==> src/hdl/assert_macros.svh <==
// Assertion macros used by the top level of the GOST block cipher unit.
`ifndef ASSERT_MACROS_SVH
`define ASSERT_MACROS_SVH

// Same-cycle implication, checked on clk_i and disabled during reset.
`define GBC_ASSERT_NOW(lbl, ante, cons, msg) \
  lbl: assert property (@(posedge clk_i) disable iff (!rst_ni) (ante) |-> (cons)) \
    else $error(msg);

// Next-cycle implication, checked on clk_i and disabled during reset.
`define GBC_ASSERT_NEXT(lbl, ante, cons, msg) \
  lbl: assert property (@(posedge clk_i) disable iff (!rst_ni) (ante) |=> (cons)) \
    else $error(msg);

`endif

==> src/hdl/gbc_pkg.sv <==
// Package with the types, constants and round functions of the GOST block cipher unit.
`default_nettype none

package gbc_pkg;

  localparam int unsigned NUM_ROUNDS = 32;
  localparam int unsigned NUM_KEYS   = 8;
  localparam int unsigned ROT_LEFT   = 11;
  localparam int unsigned ROT_RIGHT  = 21;
  localparam int unsigned CFG_IDX_W  = 4;
  localparam int unsigned ROUND_W    = 5;
  localparam int unsigned KEY_IDX_W  = 3;

  typedef enum logic {
    CMD_ENCRYPT = 1'b0,
    CMD_DECRYPT = 1'b1
  } cmd_e;

  typedef struct packed {
    logic        command;
    logic [31:0] left_half;
    logic [31:0] right_half;
  } in_item_t;

  typedef struct packed {
    logic [31:0] left_out;
    logic [31:0] right_out;
  } out_item_t;

  typedef struct packed {
    logic        command;
    logic [31:0] word_a;
    logic [31:0] word_b;
  } stage_t;

  localparam logic [3:0] SBOX [NUM_KEYS][16] = '{
    '{4'h4, 4'ha, 4'h9, 4'h2, 4'hd, 4'h8, 4'h0, 4'he,
      4'h6, 4'hb, 4'h1, 4'hc, 4'h7, 4'hf, 4'h5, 4'h3},
    '{4'he, 4'hb, 4'h4, 4'hc, 4'h6, 4'hd, 4'hf, 4'ha,
      4'h2, 4'h3, 4'h8, 4'h1, 4'h0, 4'h7, 4'h5, 4'h9},
    '{4'h5, 4'h8, 4'h1, 4'hd, 4'ha, 4'h3, 4'h4, 4'h2,
      4'he, 4'hf, 4'hc, 4'h7, 4'h6, 4'h0, 4'h9, 4'hb},
    '{4'h7, 4'hd, 4'ha, 4'h1, 4'h0, 4'h8, 4'h9, 4'hf,
      4'he, 4'h4, 4'h6, 4'hc, 4'hb, 4'h2, 4'h5, 4'h3},
    '{4'h6, 4'hc, 4'h7, 4'h1, 4'h5, 4'hf, 4'hd, 4'h8,
      4'h4, 4'ha, 4'h9, 4'he, 4'h0, 4'h3, 4'hb, 4'h2},
    '{4'h4, 4'hb, 4'ha, 4'h0, 4'h7, 4'h2, 4'h1, 4'hd,
      4'h3, 4'h6, 4'h8, 4'h5, 4'h9, 4'hc, 4'hf, 4'he},
    '{4'hd, 4'hb, 4'h4, 4'h1, 4'h3, 4'hf, 4'h5, 4'h9,
      4'h0, 4'ha, 4'he, 4'h7, 4'h6, 4'h8, 4'h2, 4'hc},
    '{4'h1, 4'hf, 4'hd, 4'h0, 4'h5, 4'h7, 4'ha, 4'h4,
      4'h9, 4'h2, 4'h3, 4'he, 4'h6, 4'hb, 4'h8, 4'hc}
  };

  // Substitutes each nibble through its own S-box and rotates the word left.
  function automatic logic [31:0] round_func(input logic [31:0] v);
    logic [31:0] s;
    s = '0;
    for (int n = 0; n < NUM_KEYS; n++) begin
      s[4*n +: 4] = SBOX[n][v[4*n +: 4]];
    end
    return (s << ROT_LEFT) | (s >> ROT_RIGHT);
  endfunction

  // Key word used by a round of encryption: three forward passes, then one backward.
  function automatic logic [KEY_IDX_W-1:0] enc_key_index(input logic [ROUND_W-1:0] round);
    return (round < ROUND_W'(24)) ? round[KEY_IDX_W-1:0] : ~round[KEY_IDX_W-1:0];
  endfunction

  // Decryption runs the encryption key schedule in reverse order.
  function automatic logic [KEY_IDX_W-1:0] dec_key_index(input logic [ROUND_W-1:0] round);
    return enc_key_index(~round);
  endfunction

endpackage

`default_nettype wire

==> src/hdl/gbc_round_cell.sv <==
// One Feistel round of the cipher with its own pipeline register and flow control.
`default_nettype none

module gbc_round_cell (
  input  wire logic           clk_i,
  input  wire logic           rst_ni,
  input  wire logic           valid_i,
  input  wire gbc_pkg::stage_t data_i,
  output logic                ready_o,
  input  wire logic [31:0]    key_i,
  output logic                valid_o,
  output gbc_pkg::stage_t     data_o,
  input  wire logic           ready_i
);

  logic            valid_q;
  gbc_pkg::stage_t data_q;
  gbc_pkg::stage_t data_d;
  logic [31:0]     sum;

  assign ready_o = !valid_q || ready_i;

  always_comb begin
    sum            = data_i.word_a + key_i;
    data_d.command = data_i.command;
    data_d.word_a  = data_i.word_b ^ gbc_pkg::round_func(sum);
    data_d.word_b  = data_i.word_a;
  end

  always_ff @(posedge clk_i or negedge rst_ni) begin
    if (!rst_ni) begin
      valid_q <= 1'b0;
    end else if (ready_o) begin
      valid_q <= valid_i;
    end
  end

  always_ff @(posedge clk_i) begin
    if (ready_o && valid_i) begin
      data_q <= data_d;
    end
  end

  assign valid_o = valid_q;
  assign data_o  = data_q;

endmodule

`default_nettype wire

==> config.mk <==
export PLATFORM = sky130hd
export DESIGN_NAME = gbc_round_cell
export DESIGN_NICKNAME = d
export VERILOG_FILES = /design/src/hdl/assert_macros.svh /design/src/hdl/gbc_pkg.sv /design/src/hdl/gbc_round_cell.sv
export SDC_FILE = /design/constraint.sdc
export NUM_CORES = 1
export LEC_CHECK = 0
export BUFFER_PORTS_ARGS = -buffer_cell sky130_fd_sc_hd__buf_2
export CORE_MARGIN = 5
export CORE_UTILIZATION = 48
export CTS_CLUSTER_DIAMETER = 120
export DETAILED_ROUTE_END_ITERATION = 8
export PLACE_DENSITY = 0.78
export SYNTH_ARGS = -nofsm -noshare
export SYNTH_HDL_FRONTEND = slang
export SYNTH_SLANG_ARGS = --single-unit
==> constraint.sdc <==
create_clock -name clk_i -period 2.53 [get_ports clk_i]
set_input_delay 0.1265 -clock clk_i [delete_from_list [all_inputs] [get_ports clk_i]]
set_output_delay 0.1265 -clock clk_i [all_outputs]
set_load 0.03 [all_outputs]
Word level (Yosys, flattened, before mapping)
Memories as Yosys holds them, arrays and structs flattened.
Index checks and enable logic that the tools add are counted.
Storage, ports and cells
  bits in registers: 66
  memory bits (read-only): 512
  input port bits: 101
  output and inout port bits: 67
  word-level logic and storage cells: 50
  memories kept: 8
Operators by class
  add/sub/neg operators: 1
  magnitude comparators: 8
  muxes and demuxes: 16
  bitwise gates (word level): 10
  reduce and logical (&&, ||, !) cells: 3
Memories
  (name not given): words 16, bits a word 4, read ports 1, clocked after memory_dff 0, wr ports 0, RTL line gbc_pkg.sv:60  | s[4*n +: 4] = SBOX[n][v[4*n +: 4]];
  (name not given): words 16, bits a word 4, read ports 1, clocked after memory_dff 0, wr ports 0, RTL line gbc_pkg.sv:60
  (name not given): words 16, bits a word 4, read ports 1, clocked after memory_dff 0, wr ports 0, RTL line gbc_pkg.sv:60
  (name not given): words 16, bits a word 4, read ports 1, clocked after memory_dff 0, wr ports 0, RTL line gbc_pkg.sv:60
  (name not given): words 16, bits a word 4, read ports 1, clocked after memory_dff 0, wr ports 0, RTL line gbc_pkg.sv:60
  (name not given): words 16, bits a word 4, read ports 1, clocked after memory_dff 0, wr ports 0, RTL line gbc_pkg.sv:60
  2 more memories
Operators with widths (number)
  2-to-1 mux 4 bit: 16
  >= comparator 5 bit (second input constant): 8
  inverter 4 -> 5 bit: 8
  adder 32 bit: 1
  OR 32 x 11 -> 32 bit: 1
  XOR 32 bit: 1
  logical AND 1 bit: 1
  zero test 1 bit: 1
  logical OR 1 bit: 1

Longest topological paths before layout
Gate-level depths: netlist of the first run.
  word-level depth: 7
  mapped depth: 17
  gate-level depth less buffers: 17

Worst setup path after synthesis of the first run
No wires, ideal clock.
  path type: in2reg
  start: input data_i[36] in the netlist's numbering
  end: register data_q, in the netlist data_o[58], data pin
  setup time: 0.258 ns
  arrival: 2.929 ns
  required time: 2.272 ns
  path slack: -0.656 ns
  stages: 11
  path buffers: 0
  cell sequence: ha_1 -> and2_4 -> a221oi_2 -> a2111oi_1 -> or3_4 -> nor2_1 -> xor2_1 -> inv_1 -> ha_1 -> mux4_2 -> xnor2_1
RTL lines
  start: declaration: RTL line gbc_round_cell.sv:8  | input wire gbc_pkg::stage_t data_i,
  end signal: assignment: RTL line gbc_round_cell.sv:40  | data_q <= data_d;
  end: declaration: RTL line gbc_round_cell.sv:17  | gbc_pkg::stage_t data_q;

==> report_table.html, run 1 <==
<table>
<tr><th>Metric</th><th>Value</th></tr>
<tr><th colspan="2">Synth</th></tr>
<tr><td>Number of enable flip-flop cells after synthesis</td><td>65</td></tr>
<tr><td>Sequential fraction of the synthesis area</td><td>0.353</td></tr>
<tr><td>Cell area after synthesis</td><td>0.00560 mm^2</td></tr>
<tr><td>Net Count, Synth</td><td>683</td></tr>
<tr><td>Post-synthesis area per instance</td><td>11.0 um^2</td></tr>
<tr><td>Primary FF master, synth</td><td>sky130_fd_sc_hd__edfxtp_1</td></tr>
<tr><td>Post-synthesis cell count</td><td>508</td></tr>
<tr><td>Count of yosys warnings during synthesis</td><td>0</td></tr>
<tr><td>Number of library cell types mapped by synthesis</td><td>71</td></tr>
<tr><td>Number of flip-flops and latches in the synthesized netlist</td><td>66</td></tr>
<tr><td>Post-synth ARST share</td><td>0.0152</td></tr>
<tr><th colspan="2">Detailed routing</th></tr>
<tr><td>Met2 WL post-DR</td><td>10700 um</td></tr>
<tr><td>First-iteration detailed-routing DRC count</td><td>340</td></tr>
<tr><td>Metal1 wirelength</td><td>7050 um</td></tr>
<tr><td>Total iterations of the first detailed-routing run</td><td>5</td></tr>
<tr><td>Post-DR wirelength/cell</td><td>around 19 um</td></tr>
<tr><td>Routed wire length</td><td>19900 um</td></tr>
<tr><td>Residual DRC</td><td>0</td></tr>
<tr><td>Average vias per placed instance</td><td>5.57</td></tr>
<tr><td>Routed length on met3</td><td>around 1300 um</td></tr>
<tr><td>Top layer used by detailed routing</td><td>met4</td></tr>
<tr><td>Detailed-route via count</td><td>5738</td></tr>
<tr><td>Antenna violation net count after detailed routing</td><td>0</td></tr>
<tr><th colspan="2">Placed design</th></tr>
<tr><td>Count of input and output buffers</td><td>167</td></tr>
<tr><td>Last weighted congestion value of the routability-driven placer</td><td>0.879</td></tr>
<tr><td>Detailed-placement wirelength estimate</td><td>between 10000 and 15000 um</td></tr>
<tr><td>Number of placed instances with taps included</td><td>approximately 960</td></tr>
<tr><td>Pre-CTS setup slack</td><td>-0.897 ns</td></tr>
<tr><th colspan="2">Final layout</th></tr>
<tr><td>Number of nets in the final layout</td><td>1057</td></tr>
<tr><td>Fraction of layout cells with a size suffix above 1</td><td>0.564</td></tr>
<tr><td>Diode insertion count for antenna repair</td><td>0</td></tr>
<tr><td>Fraction of the core area covered by cells at the end of the flow</td><td>0.817</td></tr>
<tr><td>Layout Area Growth over Synthesis</td><td>66.6%</td></tr>
<tr><td>Most common cell after layout, fill and taps aside</td><td>sky130_fd_sc_hd__buf_4</td></tr>
<tr><td>Post-layout instance count excluding filler cells</td><td>slightly above 1000</td></tr>
<tr><td>Top library cells by usage in the layout, fill and taps aside</td><td>sky130_fd_sc_hd__buf_4, sky130_fd_sc_hd__buf_2, sky130_fd_sc_hd__edfxtp_1</td></tr>
<tr><td>Total of fill cells in the finished design</td><td>approximately 600</td></tr>
<tr><th colspan="2">Power and ir drop</th></tr>
<tr><td>Pwr/cell area</td><td>651 mW/mm^2</td></tr>
<tr><td>Leakage component of the power</td><td>about 4.2 nW</td></tr>
<tr><td>Peak supply drop</td><td>0.500 mV</td></tr>
<tr><th colspan="2">Floorplan</th></tr>
<tr><td>Effective utilization at floorplan</td><td>0.490</td></tr>
<tr><td>Placement row count</td><td>39</td></tr>
<tr><td>Height of the die</td><td>118 um</td></tr>
<tr><td>Top Ports</td><td>168</td></tr>
<tr><td>Floorplan die area</td><td>0.0139 mm^2</td></tr>
<tr><td>Core box area</td><td>0.0114 mm^2</td></tr>
<tr><td>Die width</td><td>about 120 um</td></tr>
<tr><th colspan="2">Status</th></tr>
<tr><td>Result of the run</td><td>finished with violations</td></tr>
<tr><td>Violated checks</td><td>negative setup slack</td></tr>
<tr><th colspan="2">Clock network</th></tr>
<tr><td>Number of buffers created by CTS</td><td>9</td></tr>
<tr><td>Maximum root-to-sink buffer count</td><td>2</td></tr>
<tr><td>Cell at the root of the clock tree</td><td>sky130_fd_sc_hd__clkbuf_16</td></tr>
<tr><td>Number of clock sinks</td><td>66</td></tr>
<tr><td>Number of levels the H-tree was split into</td><td>3</td></tr>
<tr><td>Clock Latency Late Sink</td><td>~0.35 ns</td></tr>
<tr><td>Clock-pin slew of the registers on the worst-case setup and hold paths</td><td>0.05 ns</td></tr>
<tr><td>CTS tree</td><td>built</td></tr>
<tr><th colspan="2">Critical path</th></tr>
<tr><td>Required time worst endpoint</td><td>2.63 ns</td></tr>
<tr><td>Classification of the worst setup path</td><td>in2reg</td></tr>
<tr><td>Endpoint of the worst setup timing path</td><td>data_o[59]$_DFFE_PP_</td></tr>
<tr><td>Kind of capture point of the worst setup path</td><td>register</td></tr>
<tr><td>Reg2reg start</td><td>valid_o$_DFFE_PN0N_</td></tr>
<tr><td>Critical path data arrival time</td><td>2.95 ns</td></tr>
<tr><td>Largest fanout on the critical path</td><td>5</td></tr>
<tr><td>CP startpoint</td><td>data_i[35]</td></tr>
<tr><td>Reg-to-reg slack, setup</td><td>1.17 ns</td></tr>
<tr><td>Worst reg2reg endpoint</td><td>data_o[39]$_DFFE_PP_</td></tr>
<tr><td>Count of cells along the worst register-to-register path</td><td>3</td></tr>
<tr><td>CP Launch Type</td><td>input port</td></tr>
<tr><th colspan="2">Global route</th></tr>
<tr><td>Grt total ovfl</td><td>0</td></tr>
<tr><td>Overall routing resource usage</td><td>0.246</td></tr>
<tr><td>Vias in the first global route</td><td>6036</td></tr>
<tr><td>Wire length of the first global-routing pass</td><td>28200 um</td></tr>
<tr><td>Antenna violations before repair</td><td>0</td></tr>
<tr><td>Maximum number of pins on one net before global-route repair</td><td>66</td></tr>
<tr><th colspan="2">STA</th></tr>
<tr><td>Max Freq</td><td>350 MHz</td></tr>
<tr><td>Period utilisation layout</td><td>1.13</td></tr>
<tr><td>Final min period</td><td>2.85 ns</td></tr>
<tr><td>Unrepaired setup endpoints after global routing</td><td>yes</td></tr>
<tr><td>Worst-case setup margin in the final layout</td><td>-0.324 ns</td></tr>
<tr><td>Slew at the pin closest to its max-slew limit</td><td>about 0.54 ns</td></tr>
<tr><td>Worst clock skew</td><td>0.00441 ns</td></tr>
<tr><td>Final hold violation count</td><td>0</td></tr>
<tr><td>Final Slew Violations</td><td>0</td></tr>
<tr><td>Worst Hold Slack</td><td>0.0164 ns</td></tr>
<tr><td>Headroom to the max-slew limit</td><td>0.637</td></tr>
<tr><td>Count of endpoints failing setup in the final report</td><td>21</td></tr>
<tr><td>Sum of negative setup slack</td><td>-3.51 ns</td></tr>
<tr><th colspan="2">Worst hold path</th></tr>
<tr><td>Worst Hold Path Cells</td><td>1</td></tr>
<tr><td>Worst hold path type</td><td>in2reg</td></tr>
<tr><th colspan="2">Flow run</th></tr>
<tr><td>Number of max-cap violations</td><td>0</td></tr>
</table>
[kinds of logic after synthesis]
kind of cell    share of synthesized area
buf+inv                            0.0340
simple gates                       0.0996
flops                               0.353
compound gates                      0.149
xor+xnor                            0.118
mux                                0.0793
fa+ha+maj                           0.167
[sequential cells by signal, indices dropped and copies added, names as in the netlist]
| signal | cells |
|---|---|
| data_o | 65 |
| valid_o | 1 |
[per-stage QoR]
stage | power, W | area [um^2]
after CTS | 0.00569 | 8810
final | 0.00607 | 9330
after detailed placement | 0.00423 | 7850
after floorplan | 0.00324 | 5740
after global placement | 0.00408 | 7850
after global routing | 0.00637 | 9330
[worst max-delay path: stages]
cell and delay, ns:
sky130_fd_sc_hd__buf_8 0.10, sky130_fd_sc_hd__ha_4 0.23, sky130_fd_sc_hd__and2_4 0.18, sky130_fd_sc_hd__a221oi_4 0.26, sky130_fd_sc_hd__a2111oi_2 0.10, sky130_fd_sc_hd__or3_4 0.37, sky130_fd_sc_hd__buf_4 0.15, sky130_fd_sc_hd__nor2_4 0.11
sky130_fd_sc_hd__o21bai_2 0.09, sky130_fd_sc_hd__xor2_2 0.25, sky130_fd_sc_hd__ha_1 0.30, sky130_fd_sc_hd__mux4_2 0.51, sky130_fd_sc_hd__xor2_2 0.17
[metal layers]
| layer | vias to the layer above | track usage |
|---|---|---|
| met5 | - | 0 |
| met1 | 2767 | 0.253 |
| met3 | 81 | 0.0625 |
| met4 | 0 | 0.110 |
| li1 | 2620 | - |
| met2 | 270 | 0.463 |
[worst min path at each step]
stage,start,endpoint
final,data_i[34],data_o[2]$_DFFE_PP_
after global routing,data_i[34],data_o[2]$_DFFE_PP_
after CTS,data_i[39],data_o[7]$_DFFE_PP_
after detailed placement,rst_ni,valid_o$_DFFE_PN0N_
after global placement,rst_ni,valid_o$_DFFE_PN0N_
after floorplan,rst_ni,valid_o$_DFFE_PN0N_
[power breakdown]
group / total (W) / internal [W] / leakage (nW) / switching [W]
Combinational: 0.00338 / 0.00162 / 3.45 / 0.00177
Clock: 0.00122 / 0.000749 / 0.134 / 0.000473
Sequential: 0.00147 / 0.00143 / 0.630 / 0.0000345
[synth_stat cells, types with 5 or more instances]
library cell / instances / area share
sky130_fd_sc_hd__o21bai_1: 6 / 0.0080
sky130_fd_sc_hd__a21oi_1: 35 / 0.031
sky130_fd_sc_hd__xnor2_1: 32 / 0.050
sky130_fd_sc_hd__a31oi_1: 5 / 0.0056
sky130_fd_sc_hd__edfxtp_1: 65 / 0.35
sky130_fd_sc_hd__o21ai_0: 11 / 0.0098
sky130_fd_sc_hd__nor3_1: 10 / 0.0089
sky130_fd_sc_hd__mux2i_1: 17 / 0.030
sky130_fd_sc_hd__o22ai_1: 5 / 0.0056
sky130_fd_sc_hd__mux4_2: 10 / 0.040
sky130_fd_sc_hd__nand2_1: 29 / 0.019
sky130_fd_sc_hd__nor2_1: 25 / 0.017
sky130_fd_sc_hd__a21o_1: 10 / 0.013
sky130_fd_sc_hd__nand4_1: 7 / 0.0078
sky130_fd_sc_hd__xor2_1: 31 / 0.048
sky130_fd_sc_hd__inv_1: 36 / 0.024
sky130_fd_sc_hd__ha_1: 73 / 0.16
sky130_fd_sc_hd__o21a_1: 6 / 0.0080
sky130_fd_sc_hd__and2_1: 6 / 0.0067
sky130_fd_sc_hd__o21ai_1: 5 / 0.0045
[cell type report]
| cell class | instances | area, um^2 | share of cell area |
|---|---|---|---|
| clock inverters | 5 | 45.0 | 0.00483 |
| clock buffers | 11 | 233 | 0.0249 |
| inverters | 36 | 135 | 0.0145 |
| well taps | 143 | 179 | 0.0192 |
| multi-input cells | 397 | 4220 | 0.453 |
| repair buffers | 372 | 2530 | 0.272 |
| flip-flops and latches | 66 | 1980 | 0.212 |
[timing repair]
action / 4_1_cts / 5_1_grt
setup buffers: 13 / 15
gates resized for setup: 60 / 80
cloned: 0 / 0
endpoints found under the setup margin: 24 / 23
hold buffers: 26 / 0
endpoints found under the hold margin: 26 / 0
pin swaps: 41 / 38
Note: power is estimated with default switching activity, not from simulation.
==> inputs of run 2 (changes only) <==
--- a/config.mk
+++ b/config.mk
@@ -10,6 +10,7 @@
 export CORE_UTILIZATION = 48
 export CTS_CLUSTER_DIAMETER = 120
 export DETAILED_ROUTE_END_ITERATION = 8
+export HOLD_SLACK_MARGIN = 0.12
 export PLACE_DENSITY = 0.78
 export SYNTH_ARGS = -nofsm -noshare
 export SYNTH_HDL_FRONTEND = slang
==> run 2 against run 1 <==
Net effect: the run still ends with negative setup slack left; routed wire length increased by 24%; clock power barely moved; non-clock buffer count increased by 42; clock skew increased by 0.0066 ns; sequential power barely moved; register-to-register slack got worse by 0.07 ns; largest cell class unchanged.
==> report_table.html, run 2 (synthesis results as in run 1) <==
<table>
<tr><th>Metric</th><th>Value</th></tr>
<tr><th colspan="2">Final layout</th></tr>
<tr><td>Layout Area Growth over Synthesis</td><td>78.2% (was 66.6%)</td></tr>
<tr><td>Number of flip-flops in the largest register</td><td>65 (unchanged)</td></tr>
<tr><td>Post-layout instance count excluding filler cells</td><td>1073 (was 1030)</td></tr>
<tr><td>Top library cells by usage in the layout, fill and taps aside</td><td>sky130_fd_sc_hd__buf_4, sky130_fd_sc_hd__buf_2, sky130_fd_sc_hd__dlygate4sd3_1 (was sky130_fd_sc_hd__buf_4, sky130_fd_sc_hd__buf_2, sky130_fd_sc_hd__edfxtp_1)</td></tr>
<tr><td>Number of nets in the final layout</td><td>1099 (was 1057)</td></tr>
<tr><td>Fraction of layout cells with a size suffix above 1</td><td>0.563 (was 0.564)</td></tr>
<tr><td>Most common cell after layout, fill and taps aside</td><td>sky130_fd_sc_hd__buf_4 (unchanged)</td></tr>
<tr><th colspan="2">Critical path</th></tr>
<tr><td>Largest fanout on the critical path</td><td>4 (was 5)</td></tr>
<tr><td>Classification of the worst setup path</td><td>in2reg (unchanged)</td></tr>
<tr><td>Kind of capture point of the worst setup path</td><td>register (unchanged)</td></tr>
<tr><td>CP Launch Type</td><td>input port (unchanged)</td></tr>
<tr><td>Required time worst endpoint</td><td>2.62 ns (was 2.63 ns)</td></tr>
<tr><td>Critical path data arrival time</td><td>3.11 ns (was 2.95 ns)</td></tr>
<tr><th colspan="2">Power and ir drop</th></tr>
<tr><td>Share of power burned in the clock network</td><td>0.192 (was 0.201)</td></tr>
<tr><td>Part of the total power dissipated in combinational logic</td><td>0.580 (was 0.557)</td></tr>
<tr><td>Peak supply drop</td><td>0.676 mV (was 0.500 mV)</td></tr>
<tr><td>Share of total power in sequential cells</td><td>0.228 (was 0.241)</td></tr>
<tr><td>Pwr/cell area</td><td>647 mW/mm^2 (was 651 mW/mm^2)</td></tr>
<tr><td>Leakage component of the power</td><td>4.40 nW (was 4.21 nW)</td></tr>
<tr><td>Internal power</td><td>0.00393 W (was 0.00380 W)</td></tr>
<tr><td>PnR Total Power</td><td>0.00645 W (was 0.00607 W)</td></tr>
<tr><td>Net Switching</td><td>0.00252 W (was 0.00227 W)</td></tr>
<tr><td>Fraction of power spent switching nets</td><td>0.391 (was 0.374)</td></tr>
<tr><th colspan="2">Detailed routing</th></tr>
<tr><td>Residual DRC</td><td>0 (unchanged)</td></tr>
<tr><td>Detailed-route via count</td><td>6274 (was 5738)</td></tr>
<tr><td>Average vias per placed instance</td><td>5.85 (was 5.57)</td></tr>
<tr><td>Routed wire length</td><td>24600 um (was 19900 um)</td></tr>
<tr><td>Post-DR wirelength/cell</td><td>23.0 um (was 19.3 um)</td></tr>
<tr><td>Antenna violation net count after detailed routing</td><td>0 (unchanged)</td></tr>
<tr><td>Total iterations of the first detailed-routing run</td><td>5 (unchanged)</td></tr>
<tr><td>First-iteration detailed-routing DRC count</td><td>572 (was 340)</td></tr>
<tr><th colspan="2">STA</th></tr>
<tr><td>Max Freq</td><td>331 MHz (was 350 MHz)</td></tr>
<tr><td>Slew at the pin closest to its max-slew limit</td><td>0.524 ns (was 0.540 ns)</td></tr>
<tr><td>Worst Hold Slack</td><td>0.284 ns (was 0.0164 ns)</td></tr>
<tr><td>Final Slew Violations</td><td>0 (unchanged)</td></tr>
<tr><td>Final hold violation count</td><td>0 (unchanged)</td></tr>
<tr><td>Final min period</td><td>3.02 ns (was 2.85 ns)</td></tr>
<tr><td>Sum of negative setup slack</td><td>-5.58 ns (was -3.51 ns)</td></tr>
<tr><td>Unrepaired setup endpoints after global routing</td><td>yes (unchanged)</td></tr>
<tr><td>Headroom to the max-slew limit</td><td>0.648 (was 0.637)</td></tr>
<tr><td>Period utilisation layout</td><td>1.19 (was 1.13)</td></tr>
<tr><td>Count of endpoints failing setup in the final report</td><td>23 (was 21)</td></tr>
<tr><td>Worst clock skew</td><td>0.0111 ns (was 0.00441 ns)</td></tr>
<tr><td>Worst-case setup margin in the final layout</td><td>-0.487 ns (was -0.324 ns)</td></tr>
<tr><th colspan="2">Global route</th></tr>
<tr><td>Overall routing resource usage</td><td>0.265 (was 0.246)</td></tr>
<tr><td>Vias in the first global route</td><td>6318 (was 6036)</td></tr>
<tr><td>Grt total ovfl</td><td>0 (unchanged)</td></tr>
<tr><td>Maximum number of pins on one net before global-route repair</td><td>66 (unchanged)</td></tr>
<tr><td>Antenna violations before repair</td><td>1 (was 0)</td></tr>
<tr><td>Wire length of the first global-routing pass</td><td>30300 um (was 28200 um)</td></tr>
<tr><th colspan="2">Placed design</th></tr>
<tr><td>Count of input and output buffers</td><td>167 (unchanged)</td></tr>
<tr><td>Pre-CTS setup slack</td><td>-0.897 ns (unchanged)</td></tr>
<tr><td>Last weighted congestion value of the routability-driven placer</td><td>0.879 (unchanged)</td></tr>
<tr><td>Detailed-placement wirelength estimate</td><td>12500 um (unchanged)</td></tr>
<tr><td>Number of placed instances with taps included</td><td>961 (unchanged)</td></tr>
<tr><th colspan="2">Clock network</th></tr>
<tr><td>Maximum root-to-sink buffer count</td><td>2 (unchanged)</td></tr>
<tr><td>Clock-pin slew of the registers on the worst-case setup and hold paths</td><td>0.05 ns (about the same)</td></tr>
<tr><td>Cell at the root of the clock tree</td><td>sky130_fd_sc_hd__clkbuf_16 (unchanged)</td></tr>
<tr><td>Number of buffers created by CTS</td><td>9 (unchanged)</td></tr>
<tr><td>Number of clock sinks</td><td>66 (unchanged)</td></tr>
<tr><td>CTS tree</td><td>built (unchanged)</td></tr>
<tr><td>Clock Latency Late Sink</td><td>0.36 ns (was 0.35 ns)</td></tr>
<tr><td>Number of levels the H-tree was split into</td><td>3 (unchanged)</td></tr>
<tr><th colspan="2">Worst hold path</th></tr>
<tr><td>Worst hold path type</td><td>in2reg (unchanged)</td></tr>
<tr><th colspan="2">Floorplan</th></tr>
<tr><td>Top Ports</td><td>168 (unchanged)</td></tr>
<tr><td>Die width</td><td>118 um (unchanged)</td></tr>
<tr><td>Effective utilization at floorplan</td><td>0.490 (unchanged)</td></tr>
<tr><td>Core box area</td><td>0.0114 mm^2 (unchanged)</td></tr>
<tr><td>Height of the die</td><td>118 um (unchanged)</td></tr>
<tr><td>Floorplan die area</td><td>0.0139 mm^2 (unchanged)</td></tr>
<tr><td>Placement row count</td><td>39 (unchanged)</td></tr>
<tr><th colspan="2">Status</th></tr>
<tr><td>Result of the run</td><td>finished with violations (unchanged)</td></tr>
<tr><td>Violated checks</td><td>negative setup slack (unchanged)</td></tr>
<tr><th colspan="2">Flow run</th></tr>
<tr><td>Number of max-cap violations</td><td>0 (unchanged)</td></tr>
</table>
[run 2: final cells by class]
type | instances | area, um^2
Clock buffer | 11 | 233
Sequential cell | 66 | 1980
Inverter | 36 | 138
Clock inverter | 5 | 45.0
Fill cell | 476 | 1440
Timing Repair Buffer | 414 | 2960
Tap cell | 143 | 179
Multi-Input combinational cell | 397 | 4440
Antenna cell | 1 | 2.50
[run 2: power groups by stage]
stage	clock [W]	combinational, W	sequential (W)
after floorplan	0	0.00145	0.00178
after global placement	0	0.00260	0.00148
after detailed placement	0	0.00274	0.00149
after CTS	0.00123	0.00303	0.00147
after global routing	0.00130	0.00394	0.00148
final	0.00124	0.00374	0.00147
[run 2: timing repair]
item | CTS | global route
hold buffers | 68 | 0
pin swaps | 41 | 44
buffers inserted | 13 | 17
endpoints found under the hold margin | 66 | 0
gates resized for setup | 60 | 120
endpoints found under the setup margin | 24 | 23
[run 2: path summary, 6_finish.rpt]
path                       slack (ns)                    to  cells after the start           startpoint
max in group asynchronous        1.78   valid_o$_DFFE_PN0N_                      3               rst_ni
setup / recovery                -0.49  data_o[40]$_DFFE_PP_                     13           data_i[52]
hold reg to reg                  1.09  data_o[57]$_DFFE_PP_                      3  valid_o$_DFFE_PN0N_
setup reg to reg                 1.10   data_o[6]$_DFFE_PP_                      3  valid_o$_DFFE_PN0N_
min in group asynchronous        0.64   valid_o$_DFFE_PN0N_                      3               rst_ni
hold / removal                   0.28  data_o[42]$_DFFE_PP_                      3           data_i[10]
[run 2: per-stage QoR]
stage | cell area [um^2] | utilization
after global routing | 9980 | 0.874
after floorplan | 5740 | -
after CTS | 9230 | 0.808
after global placement | 7850 | 0.688
after detailed placement | 7850 | 0.688
final | 9980 | 0.874
[run 2: metal layers]
layer  GRT usage  share of wire  vias up
met5           0              0        -
met4       0.133          0.074        0
met3      0.0682          0.082      145
met1       0.273           0.33     2988
met2       0.493           0.52      434
li1            -              -     2707
[run 2: worst max-delay path: stages]
cell	delay, ns
sky130_fd_sc_hd__buf_2	0.13
sky130_fd_sc_hd__ha_4	0.28
sky130_fd_sc_hd__nand2_1	0.12
sky130_fd_sc_hd__o21ai_2	0.35
sky130_fd_sc_hd__nor2_1	0.21
sky130_fd_sc_hd__a2bb2oi_2	0.26
sky130_fd_sc_hd__o21ai_4	0.14
sky130_fd_sc_hd__o31a_2	0.33
sky130_fd_sc_hd__a211oi_4	0.26
sky130_fd_sc_hd__ha_4	0.26
sky130_fd_sc_hd__mux2_4	0.27
sky130_fd_sc_hd__a221oi_2	0.27
sky130_fd_sc_hd__xor2_1	0.10
